<file path="src/hdl/cdsw_pkg.sv">
// ----------------------------------------------------------------------------
// cdsw_pkg
// Shared types, constants and calendar tables for the date shifter.
// ----------------------------------------------------------------------------
package cdsw_pkg;

  localparam int unsigned YearW      = 14;
  localparam int unsigned MonW       = 4;
  localparam int unsigned DomW       = 5;
  localparam int unsigned RemW       = 7;   // year mod 100
  localparam int unsigned CentW      = 8;   // year div 100
  localparam int unsigned SerW       = 22;  // day serial up to year 9999
  localparam int unsigned Q7W        = 19;

  localparam logic [YearW-1:0] MaxYear    = YearW'(9999);
  localparam logic [YearW-1:0] MinYearRst = YearW'(1900);

  // floor(y / 100) = (y * 5243) >> 19, exact for 14-bit y
  localparam int unsigned RecipHundred = 5243;
  localparam int unsigned RecipHundSh  = 19;
  // floor(s / 7) is (s * 599186) >> 22 or one less
  localparam int unsigned RecipSeven   = 599186;
  localparam int unsigned RecipSevenSh = 22;

  // serial of the reference Sunday, 23 Feb 2020
  localparam int unsigned RefSerial = 2020 * 365 + 2023 / 4 - 2119 / 100 + 2419 / 400
                                      + 31 + 23;
  localparam int unsigned RefMod    = RefSerial % 7;

  typedef enum logic [1:0] {
    ST_OK       = 2'd0,
    ST_BAD_DATE = 2'd1,
    ST_RANGE    = 2'd2
  } status_e;

  // one request handed from the front end to the back end (day travels apart)
  typedef struct packed {
    logic             bad;
    logic [MonW-1:0]  mon;
    logic [YearW-1:0] yr;
    logic [RemW-1:0]  rem100;
    logic [CentW-1:0] cent;
  } job_t;

  function automatic logic [DomW-1:0] days_in(input logic [MonW-1:0] m, input logic leap);
    logic [DomW-1:0] d;
    case (m)
      4'd2:                      d = leap ? 5'd29 : 5'd28;
      4'd4, 4'd6, 4'd9, 4'd11:   d = 5'd30;
      default:                   d = 5'd31;
    endcase
    return d;
  endfunction

  // days in the year before the first of month m
  function automatic logic [8:0] cum_days(input logic [MonW-1:0] m, input logic leap);
    logic [8:0] c;
    case (m)
      4'd2:    c = 9'd31;
      4'd3:    c = 9'd59;
      4'd4:    c = 9'd90;
      4'd5:    c = 9'd120;
      4'd6:    c = 9'd151;
      4'd7:    c = 9'd181;
      4'd8:    c = 9'd212;
      4'd9:    c = 9'd243;
      4'd10:   c = 9'd273;
      4'd11:   c = 9'd304;
      4'd12:   c = 9'd334;
      default: c = 9'd0;
    endcase
    if (leap && (m > 4'd2)) c = c + 9'd1;
    return c;
  endfunction

  function automatic logic is_leap(input logic [1:0] y_lo, input logic [RemW-1:0] rem100,
                                   input logic [1:0] cent_lo);
    return (y_lo == 2'd0) && ((rem100 != '0) || (cent_lo == 2'd0));
  endfunction

endpackage

</file>
<file path="src/hdl/cdsw_front.sv">
// ----------------------------------------------------------------------------
// cdsw_front
// Accepts a request, splits the year by 100 and checks the date.
// ----------------------------------------------------------------------------
module cdsw_front #(
  parameter int unsigned OFFSET_BITS = 17
) (
  input  logic                              clk_i,
  input  logic                              rst_ni,
  input  logic [cdsw_pkg::YearW-1:0]        min_year_i,
  input  logic                              in_valid_i,
  output logic                              in_stall_o,
  input  logic [cdsw_pkg::DomW-1:0]         in_day_i,
  input  logic [cdsw_pkg::MonW-1:0]         in_month_i,
  input  logic [cdsw_pkg::YearW-1:0]        in_year_i,
  input  logic signed [OFFSET_BITS-1:0]     offset_days_i,
  input  logic                              q_full_i,
  output logic                              push_o,
  output cdsw_pkg::job_t                    push_job_o,
  output logic signed [OFFSET_BITS:0]       push_day_o
);

  localparam int unsigned DayW  = OFFSET_BITS + 1;
  localparam int unsigned ProdW = cdsw_pkg::YearW + 13;

  typedef enum logic [2:0] {
    F_IDLE = 3'b001,
    F_MUL  = 3'b010,
    F_CHK  = 3'b100
  } fstate_e;

  fstate_e state_q, state_d;

  logic [cdsw_pkg::DomW-1:0]  day_q;
  logic [cdsw_pkg::MonW-1:0]  mon_q;
  logic [cdsw_pkg::YearW-1:0] yr_q;
  logic signed [OFFSET_BITS-1:0] off_q;
  logic [cdsw_pkg::CentW-1:0] cent_q;

  logic                       accept;
  logic [ProdW-1:0]           prod;
  logic [cdsw_pkg::YearW-1:0] rem_full;
  logic [cdsw_pkg::RemW-1:0]  rem100;
  logic                       leap;
  logic [cdsw_pkg::DomW-1:0]  dim;
  logic                       bad;

  assign in_stall_o = (state_q != F_IDLE);
  assign accept     = in_valid_i && (state_q == F_IDLE);

  // century by reciprocal multiply
  assign prod = ProdW'(yr_q) * ProdW'(cdsw_pkg::RecipHundred);

  // remainder, leap and date check
  assign rem_full = yr_q - (cdsw_pkg::YearW'(cent_q) * cdsw_pkg::YearW'(100));
  assign rem100   = rem_full[cdsw_pkg::RemW-1:0];
  assign leap     = cdsw_pkg::is_leap(yr_q[1:0], rem100, cent_q[1:0]);
  assign dim      = cdsw_pkg::days_in(mon_q, leap);
  assign bad      = (mon_q == '0) || (mon_q > 4'd12) || (yr_q > cdsw_pkg::MaxYear) ||
                    (yr_q < min_year_i) || (day_q == '0) || (day_q > dim);

  assign push_o            = (state_q == F_CHK) && !q_full_i;
  assign push_job_o.bad    = bad;
  assign push_job_o.mon    = mon_q;
  assign push_job_o.yr     = yr_q;
  assign push_job_o.rem100 = rem100;
  assign push_job_o.cent   = cent_q;
  assign push_day_o = $signed({{(DayW-cdsw_pkg::DomW){1'b0}}, day_q}) +
                      $signed({off_q[OFFSET_BITS-1], off_q});

  // sequencer
  always_comb begin
    state_d = state_q;
    unique case (state_q)
      F_IDLE: if (accept) state_d = F_MUL;
      F_MUL:  state_d = F_CHK;
      F_CHK:  if (!q_full_i) state_d = F_IDLE;
      default: state_d = F_IDLE;
    endcase
  end

  always_ff @(posedge clk_i or negedge rst_ni) begin
    if (!rst_ni) begin
      state_q <= F_IDLE;
    end else begin
      state_q <= state_d;
    end
  end

  // request payload
  always_ff @(posedge clk_i) begin
    if (accept) begin
      day_q <= in_day_i;
      mon_q <= in_month_i;
      yr_q  <= in_year_i;
      off_q <= offset_days_i;
    end
    if (state_q == F_MUL) begin
      cent_q <= prod[cdsw_pkg::RecipHundSh +: cdsw_pkg::CentW];
    end
  end

endmodule

</file>
<file path="src/hdl/cdsw_queue.sv">
// ----------------------------------------------------------------------------
// cdsw_queue
// Two-entry FIFO between the front end and the back end.
// ----------------------------------------------------------------------------
module cdsw_queue #(
  parameter int unsigned DAY_BITS = 18
) (
  input  logic                        clk_i,
  input  logic                        rst_ni,
  input  logic                        push_i,
  input  cdsw_pkg::job_t              push_job_i,
  input  logic signed [DAY_BITS-1:0]  push_day_i,
  output logic                        full_o,
  input  logic                        pop_i,
  output logic                        empty_o,
  output cdsw_pkg::job_t              head_job_o,
  output logic signed [DAY_BITS-1:0]  head_day_o
);

  cdsw_pkg::job_t              job_q [2];
  logic signed [DAY_BITS-1:0]  day_q [2];
  logic                        wr_ptr_q, rd_ptr_q;
  logic [1:0]                  cnt_q;

  assign full_o     = (cnt_q == 2'd2);
  assign empty_o    = (cnt_q == 2'd0);
  assign head_job_o = job_q[rd_ptr_q];
  assign head_day_o = day_q[rd_ptr_q];

  // pointers and fill count
  always_ff @(posedge clk_i or negedge rst_ni) begin
    if (!rst_ni) begin
      wr_ptr_q <= 1'b0;
      rd_ptr_q <= 1'b0;
      cnt_q    <= 2'd0;
    end else begin
      if (push_i) wr_ptr_q <= ~wr_ptr_q;
      if (pop_i)  rd_ptr_q <= ~rd_ptr_q;
      cnt_q <= cnt_q + {1'b0, push_i} - {1'b0, pop_i};
    end
  end

  // storage
  always_ff @(posedge clk_i) begin
    if (push_i) begin
      job_q[wr_ptr_q] <= push_job_i;
      day_q[wr_ptr_q] <= push_day_i;
    end
  end

endmodule

</file>
<file path="src/hdl/cdsw_back.sv">
// ----------------------------------------------------------------------------
// cdsw_back
// Steps the date one month per cycle, then derives the weekday.
// ----------------------------------------------------------------------------
module cdsw_back #(
  parameter int unsigned DAY_BITS = 18
) (
  input  logic                        clk_i,
  input  logic                        rst_ni,
  input  logic [cdsw_pkg::YearW-1:0]  min_year_i,
  input  logic                        empty_i,
  input  cdsw_pkg::job_t              head_job_i,
  input  logic signed [DAY_BITS-1:0]  head_day_i,
  output logic                        pop_o,
  output logic                        out_valid_o,
  input  logic                        out_stall_i,
  output logic [cdsw_pkg::DomW-1:0]   out_day_o,
  output logic [cdsw_pkg::MonW-1:0]   out_month_o,
  output logic [cdsw_pkg::YearW-1:0]  out_year_o,
  output logic [2:0]                  weekday_o,
  output logic [1:0]                  status_o
);

  localparam int unsigned SerW = cdsw_pkg::SerW;
  localparam int unsigned MulW = SerW + 20;

  typedef enum logic [4:0] {
    B_IDLE = 5'b00001,
    B_STEP = 5'b00010,
    B_SER  = 5'b00100,
    B_MOD  = 5'b01000,
    B_WDAY = 5'b10000
  } bstate_e;

  bstate_e state_q, state_d;
  cdsw_pkg::status_e st_q, st_d;
  logic signed [DAY_BITS-1:0]  day_q, day_d;
  logic [cdsw_pkg::MonW-1:0]   mon_q, mon_d;
  logic [cdsw_pkg::YearW-1:0]  yr_q, yr_d;
  logic [cdsw_pkg::RemW-1:0]   rem_q, rem_d;
  logic [cdsw_pkg::CentW-1:0]  cent_q, cent_d;
  logic [SerW-1:0]             ser_q, ser_d;
  logic [cdsw_pkg::Q7W-1:0]    q7_q, q7_d;
  logic                        ov_q, ov_d;
  logic [cdsw_pkg::DomW-1:0]   od_q, od_d;
  logic [cdsw_pkg::MonW-1:0]   om_q, om_d;
  logic [cdsw_pkg::YearW-1:0]  oy_q, oy_d;
  logic [2:0]                  ow_q, ow_d;
  logic [1:0]                  os_q, os_d;

  logic                        leap, rnz, slot_free;
  logic [cdsw_pkg::DomW-1:0]   dim_cur, dim_prev;
  logic signed [DAY_BITS-1:0]  dim_cur_s, dim_prev_s;
  logic [SerW-1:0]             y22, ser_c;
  logic [MulW-1:0]             prod7;
  logic [SerW-1:0]             r7_full;
  logic [3:0]                  r7, wd;

  assign out_valid_o = ov_q;
  assign out_day_o   = od_q;
  assign out_month_o = om_q;
  assign out_year_o  = oy_q;
  assign weekday_o   = ow_q;
  assign status_o    = os_q;

  assign slot_free = !ov_q || !out_stall_i;
  assign pop_o     = (state_q == B_IDLE) && !empty_i;

  // month lengths around the current month
  assign rnz        = (rem_q != '0);
  assign leap       = cdsw_pkg::is_leap(yr_q[1:0], rem_q, cent_q[1:0]);
  assign dim_cur    = cdsw_pkg::days_in(mon_q, leap);
  assign dim_prev   = (mon_q == 4'd1) ? 5'd31 : cdsw_pkg::days_in(mon_q - 4'd1, leap);
  assign dim_cur_s  = $signed({{(DAY_BITS-cdsw_pkg::DomW){1'b0}}, dim_cur});
  assign dim_prev_s = $signed({{(DAY_BITS-cdsw_pkg::DomW){1'b0}}, dim_prev});

  // day serial from year 0
  assign y22   = SerW'(yr_q);
  assign ser_c = y22 * SerW'(365) + ((y22 + SerW'(3)) >> 2) - SerW'(cent_q) - SerW'(rnz)
               + SerW'(cent_q >> 2) + SerW'(rnz || (cent_q[1:0] != 2'd0))
               + SerW'(cdsw_pkg::cum_days(mon_q, leap)) + SerW'(day_q[cdsw_pkg::DomW-1:0]);

  // serial mod 7
  assign prod7   = MulW'(ser_q) * MulW'(cdsw_pkg::RecipSeven);
  assign r7_full = ser_q - (SerW'(q7_q) * SerW'(7));
  assign r7      = (r7_full[3:0] >= 4'd7) ? (r7_full[3:0] - 4'd7) : r7_full[3:0];
  assign wd      = ((r7 + 4'(7 - cdsw_pkg::RefMod)) >= 4'd7) ?
                   (r7 + 4'(7 - cdsw_pkg::RefMod) - 4'd7) : (r7 + 4'(7 - cdsw_pkg::RefMod));

  // sequencer
  always_comb begin
    state_d = state_q;
    st_d    = st_q;
    day_d   = day_q;
    mon_d   = mon_q;
    yr_d    = yr_q;
    rem_d   = rem_q;
    cent_d  = cent_q;
    ser_d   = ser_q;
    q7_d    = q7_q;
    ov_d    = ov_q && out_stall_i;
    od_d    = od_q;
    om_d    = om_q;
    oy_d    = oy_q;
    ow_d    = ow_q;
    os_d    = os_q;
    unique case (state_q)
      B_IDLE: begin
        if (!empty_i) begin
          day_d  = head_day_i;
          mon_d  = head_job_i.mon;
          yr_d   = head_job_i.yr;
          rem_d  = head_job_i.rem100;
          cent_d = head_job_i.cent;
          if (head_job_i.bad) begin
            st_d    = cdsw_pkg::ST_BAD_DATE;
            state_d = B_WDAY;
          end else begin
            st_d    = cdsw_pkg::ST_OK;
            state_d = B_STEP;
          end
        end
      end
      B_STEP: begin
        if (day_q > dim_cur_s) begin
          day_d = day_q - dim_cur_s;
          if (mon_q == 4'd12) begin
            if (yr_q == cdsw_pkg::MaxYear) begin
              st_d    = cdsw_pkg::ST_RANGE;
              state_d = B_WDAY;
            end
            mon_d = 4'd1;
            yr_d  = yr_q + 1'b1;
            if (rem_q == 7'd99) begin
              rem_d  = '0;
              cent_d = cent_q + 1'b1;
            end else begin
              rem_d = rem_q + 1'b1;
            end
          end else begin
            mon_d = mon_q + 4'd1;
          end
        end else if (day_q < $signed(DAY_BITS'(1))) begin
          day_d = day_q + dim_prev_s;
          if (mon_q == 4'd1) begin
            // stepping below the lowest year ends in an out-of-range result
            if ((yr_q == min_year_i) || (yr_q == '0)) begin
              st_d    = cdsw_pkg::ST_RANGE;
              state_d = B_WDAY;
            end
            mon_d = 4'd12;
            yr_d  = yr_q - 1'b1;
            if (rem_q == '0) begin
              rem_d  = 7'd99;
              cent_d = cent_q - 1'b1;
            end else begin
              rem_d = rem_q - 1'b1;
            end
          end else begin
            mon_d = mon_q - 4'd1;
          end
        end else begin
          state_d = B_SER;
        end
      end
      B_SER: begin
        ser_d   = ser_c;
        state_d = B_MOD;
      end
      B_MOD: begin
        q7_d    = prod7[cdsw_pkg::RecipSevenSh +: cdsw_pkg::Q7W];
        state_d = B_WDAY;
      end
      B_WDAY: begin
        if (slot_free) begin
          ov_d = 1'b1;
          os_d = st_q;
          if (st_q == cdsw_pkg::ST_OK) begin
            od_d = day_q[cdsw_pkg::DomW-1:0];
            om_d = mon_q;
            oy_d = yr_q;
            ow_d = wd[2:0];
          end else begin
            od_d = '0;
            om_d = '0;
            oy_d = '0;
            ow_d = '0;
          end
          state_d = B_IDLE;
        end
      end
      default: state_d = B_IDLE;
    endcase
  end

  always_ff @(posedge clk_i or negedge rst_ni) begin
    if (!rst_ni) begin
      state_q <= B_IDLE;
      ov_q    <= 1'b0;
    end else begin
      state_q <= state_d;
      ov_q    <= ov_d;
    end
  end

  always_ff @(posedge clk_i) begin
    st_q   <= st_d;
    day_q  <= day_d;
    mon_q  <= mon_d;
    yr_q   <= yr_d;
    rem_q  <= rem_d;
    cent_q <= cent_d;
    ser_q  <= ser_d;
    q7_q   <= q7_d;
    od_q   <= od_d;
    om_q   <= om_d;
    oy_q   <= oy_d;
    ow_q   <= ow_d;
    os_q   <= os_d;
  end

endmodule

</file>
<file path="src/hdl/calendar_date_shift_weekday.sv">
// ----------------------------------------------------------------------------
// calendar_date_shift_weekday
// Adds a signed day count to a Gregorian date and reports the weekday.
// ----------------------------------------------------------------------------
// Usage:
//   Input channel (in_valid_i / in_stall_o) carries a date and a signed day
//   offset; output channel (out_valid_o / out_stall_i) returns the shifted
//   date, weekday (0 Sunday) and status. One result per request, in order.
//   min_year is written through cfg_we_i / cfg_wdata_i while the block is
//   idle; the user must keep to this, as the block does not enforce it.
// Sequence: the front end accepts, splits the century and checks; the back
//   end steps one month per cycle, then forms the serial, mod 7 and weekday
//   into the output register; about 2160 months for a 65535-day offset.
// Throughput: one request per back-end pass, set by month stepping; the front
//   end takes a request once the last is queued; two may wait in the queue.
// Reset: min_year returns to 1900, queue and output register empty.
// Stall: a stalled result holds; the back end waits with the next finished
//   result until the output register frees, and the front end stalls once
//   the queue is full.
// ----------------------------------------------------------------------------
module calendar_date_shift_weekday #(
  parameter int unsigned OFFSET_BITS = 17
) (
  input  logic                          clk_i,
  input  logic                          rst_ni,
  input  logic                          cfg_we_i,
  input  logic [cdsw_pkg::YearW-1:0]    cfg_wdata_i,
  input  logic                          in_valid_i,
  output logic                          in_stall_o,
  input  logic [cdsw_pkg::DomW-1:0]     in_day_i,
  input  logic [cdsw_pkg::MonW-1:0]     in_month_i,
  input  logic [cdsw_pkg::YearW-1:0]    in_year_i,
  input  logic signed [OFFSET_BITS-1:0] offset_days_i,
  output logic                          out_valid_o,
  input  logic                          out_stall_i,
  output logic [cdsw_pkg::DomW-1:0]     out_day_o,
  output logic [cdsw_pkg::MonW-1:0]     out_month_o,
  output logic [cdsw_pkg::YearW-1:0]    out_year_o,
  output logic [2:0]                    weekday_o,
  output logic [1:0]                    status_o
);

  localparam int unsigned DayW = OFFSET_BITS + 1;

  logic [cdsw_pkg::YearW-1:0] min_year_q;
  logic                       push, full, pop, empty;
  cdsw_pkg::job_t             push_job, head_job;
  logic signed [DayW-1:0]     push_day, head_day;

  // configuration register
  always_ff @(posedge clk_i or negedge rst_ni) begin
    if (!rst_ni) begin
      min_year_q <= cdsw_pkg::MinYearRst;
    end else if (cfg_we_i) begin
      min_year_q <= cfg_wdata_i;
    end
  end

  cdsw_front #(.OFFSET_BITS(OFFSET_BITS)) u_front (
    .clk_i        (clk_i),
    .rst_ni       (rst_ni),
    .min_year_i   (min_year_q),
    .in_valid_i   (in_valid_i),
    .in_stall_o   (in_stall_o),
    .in_day_i     (in_day_i),
    .in_month_i   (in_month_i),
    .in_year_i    (in_year_i),
    .offset_days_i(offset_days_i),
    .q_full_i     (full),
    .push_o       (push),
    .push_job_o   (push_job),
    .push_day_o   (push_day)
  );

  cdsw_queue #(.DAY_BITS(DayW)) u_queue (
    .clk_i     (clk_i),
    .rst_ni    (rst_ni),
    .push_i    (push),
    .push_job_i(push_job),
    .push_day_i(push_day),
    .full_o    (full),
    .pop_i     (pop),
    .empty_o   (empty),
    .head_job_o(head_job),
    .head_day_o(head_day)
  );

  cdsw_back #(.DAY_BITS(DayW)) u_back (
    .clk_i      (clk_i),
    .rst_ni     (rst_ni),
    .min_year_i (min_year_q),
    .empty_i    (empty),
    .head_job_i (head_job),
    .head_day_i (head_day),
    .pop_o      (pop),
    .out_valid_o(out_valid_o),
    .out_stall_i(out_stall_i),
    .out_day_o  (out_day_o),
    .out_month_o(out_month_o),
    .out_year_o (out_year_o),
    .weekday_o  (weekday_o),
    .status_o   (status_o)
  );

endmodule

</file>
<file path="config.mk">
export PLATFORM = sky130hd
export DESIGN_NAME = calendar_date_shift_weekday
export DESIGN_NICKNAME = d
export VERILOG_FILES = /design/src/hdl/cdsw_pkg.sv /design/src/hdl/cdsw_front.sv /design/src/hdl/cdsw_queue.sv /design/src/hdl/cdsw_back.sv /design/src/hdl/calendar_date_shift_weekday.sv
export SDC_FILE = /design/constraint.sdc
export NUM_CORES = 1
export LEC_CHECK = 0
export ABC_AREA = 0
export BUFFER_PORTS_ARGS = -buffer_cell sky130_fd_sc_hd__buf_2
export CAP_MARGIN = 20
export CORE_ASPECT_RATIO = 1.4
export CORE_MARGIN = 2
export CORE_UTILIZATION = 45
export DETAILED_ROUTE_END_ITERATION = 10
export PLACE_DENSITY = 0.58
export SYNTH_ARGS = -nofsm -noshare
export SYNTH_HDL_FRONTEND = slang
export SYNTH_HIERARCHICAL = 1
export SYNTH_SLANG_ARGS = --single-unit
</file>
<file path="constraint.sdc">
create_clock -name clk_i -period 10.2 [get_ports clk_i]
set_clock_uncertainty 0.2 [all_clocks]
set_input_delay 2.04 -clock clk_i [delete_from_list [all_inputs] [get_ports clk_i]]
set_output_delay 2.04 -clock clk_i [all_outputs]
set_load 0.02 [all_outputs]
</file>
==> metrics.yaml, run 1 <==
syn2layout_area_growth_pct: 8.66
r2r_slack_ns: 2.31
r2r-start: "u_back/rem_q[2]$_DFFE_PP_"
synth_nets: 2940
io_pins: 89
r2r_end: "u_back/ser_q[20]$_DFFE_PN_"
via_count: 16600
cts_root_buffer: "clkbuf_16"
avgSynthCellArea_sq_um: 11.2
placed_area_sq_um: 27100
setup_viol: 0
portBuffers: 88
hpwl_microns: 48200
grt_overflow: 0
core_area_sq_um: 57100
fp.dieW_microns: 207
synth_ff_type: "edfxtp_1"
diodes: 0
post-route-cell-area_sq_um: 28100
cts_setup_buffers: 0
globalplace.congestion: 0.923
die-area_sq_um: 59400
min_path_type: "register to register"
worstPathMaxFanout: 12
antenna_found_initial: 0
grt_usage: 0.205
path_class: "register to register"
numCtsBuffers: 31
avgRoutedWirePerCell_microns: 18.5
min_path_cells: 0
cts_tree: "done"
maxCapViolations: 0
detail-route-antenna-nets: 0
ys_types: 94
clock_sinks: 295
min_to: "u_queue/job_q[0][6]$_DFFE_PP_"
period_share: 0.774
reg2reg_depth: 25
hold_ws_ns: 0.249
n_fill_cell: 5202
rows: 104
synth_edf_count: 259
ctsHoldBuffers: 0
clkTransAtPathRegs_ns: 0.07
slew_headroom: 0.396
p_leak_nw: 12.7
drt-initial-drc-count: 712
yosysWarnings: 6
die_y_microns: 288
power.density_nw_per_um2: 226
required_ns: 10.33
grt_max_degree: 98
worst_slack_ns: 2.31
fin_nets: 3036
syn_area_sq_um: 25900
worstMarginPinSlew_ns: 0.906
clk_latency_ns: 0.60
synth-async-reset-ratio: 0.0915
hp-start: "u_front/cent_q[6]$_DFFE_PN_"
route.detailed.drc: 0
end_kind: "register"
irDropWorstVdd_v: 0.000611
dp.cells: 3120
crit_arrival_ns: 8.02
ys_seq_elements: 295
wl_microns: 58800
worstSetupStartpointType: "register"
fin_crit_ns: 7.89
cts_max_level: 1
grt_pass1_wl_microns: 94900
pre_cts_ws_ns: 2.28
cts_buffer_depth: 3
maxSlewViolCount: 0
firstDrtPassIters: 7
rsz0062_at_grt: "false"
final_cells: 3178
status: "complete, no violations"
syn_inst: 2317
hold_viol_final: 0
tns_ns: 0
grt_pass1_vias: 18300
initial_core_util: 0.453
fmax_mhz: 127
ys_seq_area_frac: 0.334
viasPerCell: 5.21
cts-resized-gates: 0
drive_gt1_frac: 0.108
-- worst max-delay path: stages, from the launching register on --
cell	delay, ns
edfxtp_1	0.54
or3_1	0.43
or3_1	0.41
o21ai_1	0.26
nor2b_1	0.14
and3_1	0.23
nand2_1	0.08
xnor2_1	0.08
fa_1	0.48
inv_1	0.05
fa_1	0.47
inv_1	0.04
ha_1	0.29
fa_1	0.47
fa_1	0.54
inv_1	0.05
fa_1	0.53
inv_1	0.07
fa_1	0.48
a211oi_1	0.31
o211ai_1	0.22
a2111oi_0	0.48
or3_1	0.23
o31ai_1	0.11
o41ai_1	0.32
xnor2_1	0.12
-- cell type report --
| class | count | area [sq um] | share of cell area |
|---|---|---|---|
| multi-input combinational | 1532 | 15300 | 0.544 |
| clock buffer | 43 | 861 | 0.0306 |
| sequential | 295 | 8650 | 0.308 |
| timing repair buffer | 100 | 546 | 0.0194 |
| clock inverter | 13 | 125 | 0.00445 |
| tap | 742 | 928 | 0.0330 |
| inverter | 453 | 1710 | 0.0607 |
-- cells by family after synthesis --
kind of cell | synth area share
fa+ha+maj | 0.335
buf+inv | 0.0758
simple gates | 0.0794
compound gates | 0.0828
flops | 0.334
xor+xnor | 0.0526
mux | 0.0404
-- worst max path at each step --
stage,to,depth (start not counted),slack (ns),start
after global placement,u_back/ser_q[20]$_DFFE_PN_,25,2.50,u_back/rem_q[2]$_DFFE_PP_
final,u_back/ser_q[20]$_DFFE_PN_,25,2.31,u_back/rem_q[2]$_DFFE_PP_
after global routing,u_back/ser_q[20]$_DFFE_PN_,25,1.79,u_back/rem_q[2]$_DFFE_PP_
after detailed placement,u_back/ser_q[20]$_DFFE_PN_,25,2.28,u_back/rem_q[2]$_DFFE_PP_
after CTS,u_back/ser_q[20]$_DFFE_PN_,25,2.29,u_back/rem_q[2]$_DFFE_PP_
after floorplan,u_back/ser_q[20]$_DFFE_PN_,26,3.04,u_back/rem_q[4]$_DFFE_PP_
-- report_power, final --
part,switching (W),internal (W)
sequential,0.000107,0.00151
clock,0.000491,0.000619
combinational,0.00216,0.00147
-- layer usage --
layer  up-vias  wire [microns]  global-route usage
met5         -               0                   0
met2       265           32000               0.395
met3       128            1350              0.0166
met4         0            3020              0.0979
met1      8145           22400               0.222
li1       8035               -                   -
-- registers in the layout, summed over array words and instances, names as in the netlist, 5 cells and up, named ones only --
signal and cells:
u_back/state_q 5, u_back/out_year_o 14, u_front/off_q 17, u_back/cent_q 8
min_year_q 14, u_back/ser_q 22, u_front/day_q 5, u_back/day_q 18
u_back/rem_q 7, u_queue/day_q 36, u_front/cent_q 8, u_queue/job_q 68
u_front/yr_q 14, u_back/yr_q 14, u_back/out_day_o 5
-- through the flow --
stage | power, W | utilization
3_3_place_gp | 0.00524 | 0.474
4_1_cts | 0.00646 | 0.492
5_1_grt | 0.00698 | 0.492
6_report | 0.00636 | 0.492
3_5_place_dp | 0.00531 | 0.474
2_1_floorplan | 0.00434 | -
-- synthesized netlist by cell type, drive strengths merged (38+ instances only) --
master,count,area [sq um]
a21oi,80,400
edfxtp,259,7780
fa,213,4260
ha,351,4390
inv,451,1690
mux2,73,1010
nand2,129,484
nand3,39,195
nor2,112,428
o21ai,87,447
xnor2,112,981
xor2,38,333
-- cells in the final DEF, fill, tap and decap left out, drive strengths merged, types with 7 or more instances in the layout --
cell	Yosys	layout
o21bai	7	7
inv	451	455
and3	14	14
clkinv	2	7
nand3	39	39
nand2b	10	10
nand2	129	129
o21ai	87	87
mux2	73	73
o21a	7	7
o31ai	7	7
and2	18	18
dfxtp	9	9
or3	8	8
fa	213	213
a31oi	16	16
nand4	28	28
nor3	25	25
nor2b	7	7
dfrtp	18	18
buf	16	100
ha	351	351
dfstp	9	9
a21o	28	28
clkbuf	21	43
a211oi	15	15
o211ai	9	9
xor2	38	38
nor2	112	112
a21oi	80	80
edfxtp	259	259
xnor2	112	112
No activity file was read; power rests on OpenSTA's default activity.
==> inputs of run 2 (changes only) <==
--- a/config.mk
+++ b/config.mk
@@ -5,14 +5,14 @@
 export SDC_FILE = /design/constraint.sdc
 export NUM_CORES = 1
 export LEC_CHECK = 0
-export ABC_AREA = 0
+export ABC_AREA = 1
 export BUFFER_PORTS_ARGS = -buffer_cell sky130_fd_sc_hd__buf_2
 export CAP_MARGIN = 20
 export CORE_ASPECT_RATIO = 1.4
 export CORE_MARGIN = 2
 export CORE_UTILIZATION = 45
 export DETAILED_ROUTE_END_ITERATION = 10
-export PLACE_DENSITY = 0.58
+export PLACE_DENSITY = 0.6
 export SYNTH_ARGS = -nofsm -noshare
 export SYNTH_HDL_FRONTEND = slang
 export SYNTH_HIERARCHICAL = 1
==> constraint.sdc (replaced) <==
create_clock -name clk_i -period 6.5 [get_ports clk_i]
set_clock_uncertainty 0.2 [all_clocks]
set_input_delay 1.3 -clock clk_i [delete_from_list [all_inputs] [get_ports clk_i]]
set_output_delay 1.3 -clock clk_i [all_outputs]
set_load 0.02 [all_outputs]
==> run 2 against run 1 <==
Register-to-register slack got worse by 2.1 ns. Critical path type unchanged. Die area up 3.2%. Global-route usage up 1.1 points. Sequential share of layout area decreased by 1.6 points. Final area grew 5.7%. Maximum frequency is 24% higher.
==> metrics.yaml, run 2 <==
diodes: 0  # unchanged
synth_edf_count: 259  # unchanged
cts_max_level: 1  # unchanged
syn_area_sq_um: 26700  # was 25900 sq um
ys_seq_elements: 295  # unchanged
placed_area_sq_um: 28400  # was 27100 sq um
detail-route-antenna-nets: 0  # unchanged
synth-async-reset-ratio: 0.0915  # unchanged
cts_root_buffer: "clkbuf_16"  # unchanged
hold_viol_final: 0  # unchanged
via_count: 19100  # was 16600
syn_inst: 2902  # was 2317
ys_seq_area_frac: 0.324  # was 0.334
grt_max_degree: 98  # unchanged
worstSetupStartpointType: "register"  # unchanged
yosysWarnings: 6  # unchanged
synth_area_leaders: "edfxtp_1 29%, ha_1 16%, fa_1 16%"  # was edfxtp_1 30%, ha_1 17%, fa_1 16%
grt_usage: 0.216  # was 0.205
io_pins: 89  # unchanged
drt-initial-drc-count: 810  # was 712
clk_latency_ns: 0.60  # about the same
layout_common_cells: "634 x inv_1, 532 x nand2_1, 345 x ha_1"  # was 449 x inv_1, 351 x ha_1, 259 x edfxtp_1
portBuffers: 88  # unchanged
avgSynthCellArea_sq_um: 9.20  # was 11.2 sq um
fin_crit_ns: 6.34  # was 7.89 ns
maxCapViolations: 0  # unchanged
drive_gt1_frac: 0.103  # was 0.108
grt_overflow: 0  # unchanged
final_common_cell: "inv_1"  # unchanged
die-area_sq_um: 61300  # was 59400 sq um
fp.dieW_microns: 210  # was 207 microns
grt_pass1_wl_microns: 105000  # was 94900 microns
die_y_microns: 292  # was 288 microns
hp-start: "u_front/cent_q[5]$_DFFE_PN_"  # was u_front/cent_q[6]$_DFFE_PN_
cts_buffer_depth: 3  # unchanged
setup_viol: 0  # unchanged
n_fill_cell: 5552  # was 5202
post-route-cell-area_sq_um: 29700  # was 28100 sq um
r2r-start: "u_back/rem_q[0]$_DFFE_PP_"  # was u_back/rem_q[2]$_DFFE_PP_
largest_register_ffs: 68  # unchanged
synth_top_area_share: 0.291  # was 0.301
wl_microns: 64100  # was 58800 microns
rsz0062_at_grt: "true"  # was false
ys_types: 60  # was 94
max_stage_delay_ns: 0.52  # was 0.54 ns
end_kind: "register"  # unchanged
path_class: "register to register"  # unchanged
clock_sinks: 295  # unchanged
crit_top_cell: "fa_1"  # unchanged
crit_arrival_ns: 6.47  # was 8.02 ns
firstDrtPassIters: 5  # was 7
required_ns: 6.63  # was 10.33 ns
fmax_mhz: 158  # was 127 MHz
worstPathMaxFanout: 4  # was 12
grt_pass1_vias: 20400  # was 18300
globalplace.congestion: 0.960  # was 0.923
route.detailed.drc: 0  # unchanged
hpwl_microns: 53400  # was 48200 microns
viasPerCell: 4.99  # was 5.21
period_share: 0.975  # was 0.774
clkTransAtPathRegs_ns: 0.07  # about the same
core_area_sq_um: 58600  # was 57100 sq um
fin_nets: 3688  # was 3036
rows: 105  # was 104
synth_ff_type: "edfxtp_1"  # unchanged
maxSlewViolCount: 0  # unchanged
synth_nets: 3525  # was 2940
reg_top3: "u_queue/job_q (68), u_queue/day_q (36), u_back/ser_q (22)"  # unchanged
cts_tree: "done"  # unchanged
antenna_found_initial: 0  # unchanged
worstMarginPinSlew_ns: 1.03  # was 0.906 ns
numCtsBuffers: 30  # was 31
avgRoutedWirePerCell_microns: 16.7  # was 18.5 microns
slew_headroom: 0.314  # was 0.396
status: "complete, no violations"  # unchanged
syn2layout_area_growth_pct: 11.2  # was 8.66%
yosysTopAreaCell: "edfxtp_1"  # unchanged
min_path_type: "register to register"  # unchanged
startpoint: "u_back/rem_q[0]$_DFFE_PP_"  # was u_back/rem_q[2]$_DFFE_PP_
crit_path_top_delay_cell: "fa_1"  # was edfxtp_1
largest-register: "u_queue/job_q"  # unchanged
synth_common_cells: "646 x inv_1, 539 x nand2_1, 351 x ha_1, 259 x edfxtp_1, 213 x fa_1"  # was 449 x inv_1, 351 x ha_1, 259 x edfxtp_1, 213 x fa_1, 129 x nand2_1
initial_core_util: 0.456  # was 0.453
yosysMostFrequentCell: "inv_1"  # unchanged
==> run 2: cell type report <==
type	count	area [sq um]	area share
Clock buffer	36	783	0.0264
Clock inverter	19	204	0.00687
Inverter	656	2460	0.0830
Multi-Input combinational cell	1915	15600	0.525
Sequential cell	295	8650	0.291
Tap cell	749	937	0.0316
Timing Repair Buffer	167	1070	0.0360
==> run 2: per-layer routing <==
| metal | GRT usage | routed length, microns |
|---|---|---|
| met5 | 0 | 0 |
| met2 | 0.425 | 35200 |
| met1 | 0.233 | 24400 |
| met4 | 0.0958 | 3150 |
| met3 | 0.0166 | 1380 |
==> run 2: kinds of logic after synthesis <==
logic type	Yosys count	share of synthesized area
AOI/OAI and AO/OA	316	0.0670
buffers and inverters	692	0.101
and+or+nand+nor	919	0.146
xor gates and xnor gates	116	0.0380
adders and majority gates	564	0.324
DFF	295	0.324
==> run 2: what timing repair did <==
action	4_1_cts	5_1_grt
pin swaps	3	32
endpoints found under the hold margin	0	0
gates resized for setup	5	48
hold buffers	0	0
buffers inserted	0	11
endpoints found under the setup margin	8	12
==> run 2: per-stage QoR <==
| step | hold WS, ns | utilization | worst slack (ns) | TNS (ns) | std cells |
|---|---|---|---|---|---|
| 4_1_cts | 0.260 | 0.502 | 0.0177 | 0 | 3825 |
| 2_1_floorplan | 0.221 | - | 0.00600 | 0 | 2902 |
| 3_5_place_dp | 0.240 | 0.485 | -0.226 | -0.841 | 3770 |
| 5_1_grt | 0.268 | 0.507 | -0.167 | -0.814 | 3837 |
| 6_report | 0.258 | 0.507 | 0.159 | 0 | 3837 |
| 3_3_place_gp | 0.232 | 0.484 | -0.0720 | -0.141 | 3768 |
==> run 2: worst max-delay path: cells and delay by family, from the launching register on <==
kind / cells / cell delay (ns)
buf+inv: 6 / 0.34
fa+ha+maj: 8 / 3.17
flops: 1 / 0.37
compound gates: 5 / 0.75
simple gates: 13 / 1.07
xor+xnor: 1 / 0.16
==> run 2: path summary, 6_finish.rpt <==
| path | endpoint | slack [ns] | depth (start not counted) |
|---|---|---|---|
| min in group asynchronous | u_front/state_q[2]$_DFFE_PN0P_ | 0.61 | 1 |
| worst max-delay path | u_back/ser_q[16]$_DFFE_PN_ | 0.16 | 33 |
| worst min register to register | u_queue/job_q[0][5]$_DFFE_PP_ | 0.26 | 0 |
| worst min-delay path | u_queue/job_q[0][5]$_DFFE_PP_ | 0.26 | 0 |
| worst max register to register | u_back/ser_q[16]$_DFFE_PN_ | 0.16 | 33 |
| max in group asynchronous | u_queue/rd_ptr_q$_DFFE_PN0P_ | 4.94 | 1 |
Power of run 2 is not shown: default switching activity piles up to over one toggle a cycle in this logic, so the estimate is an artifact.
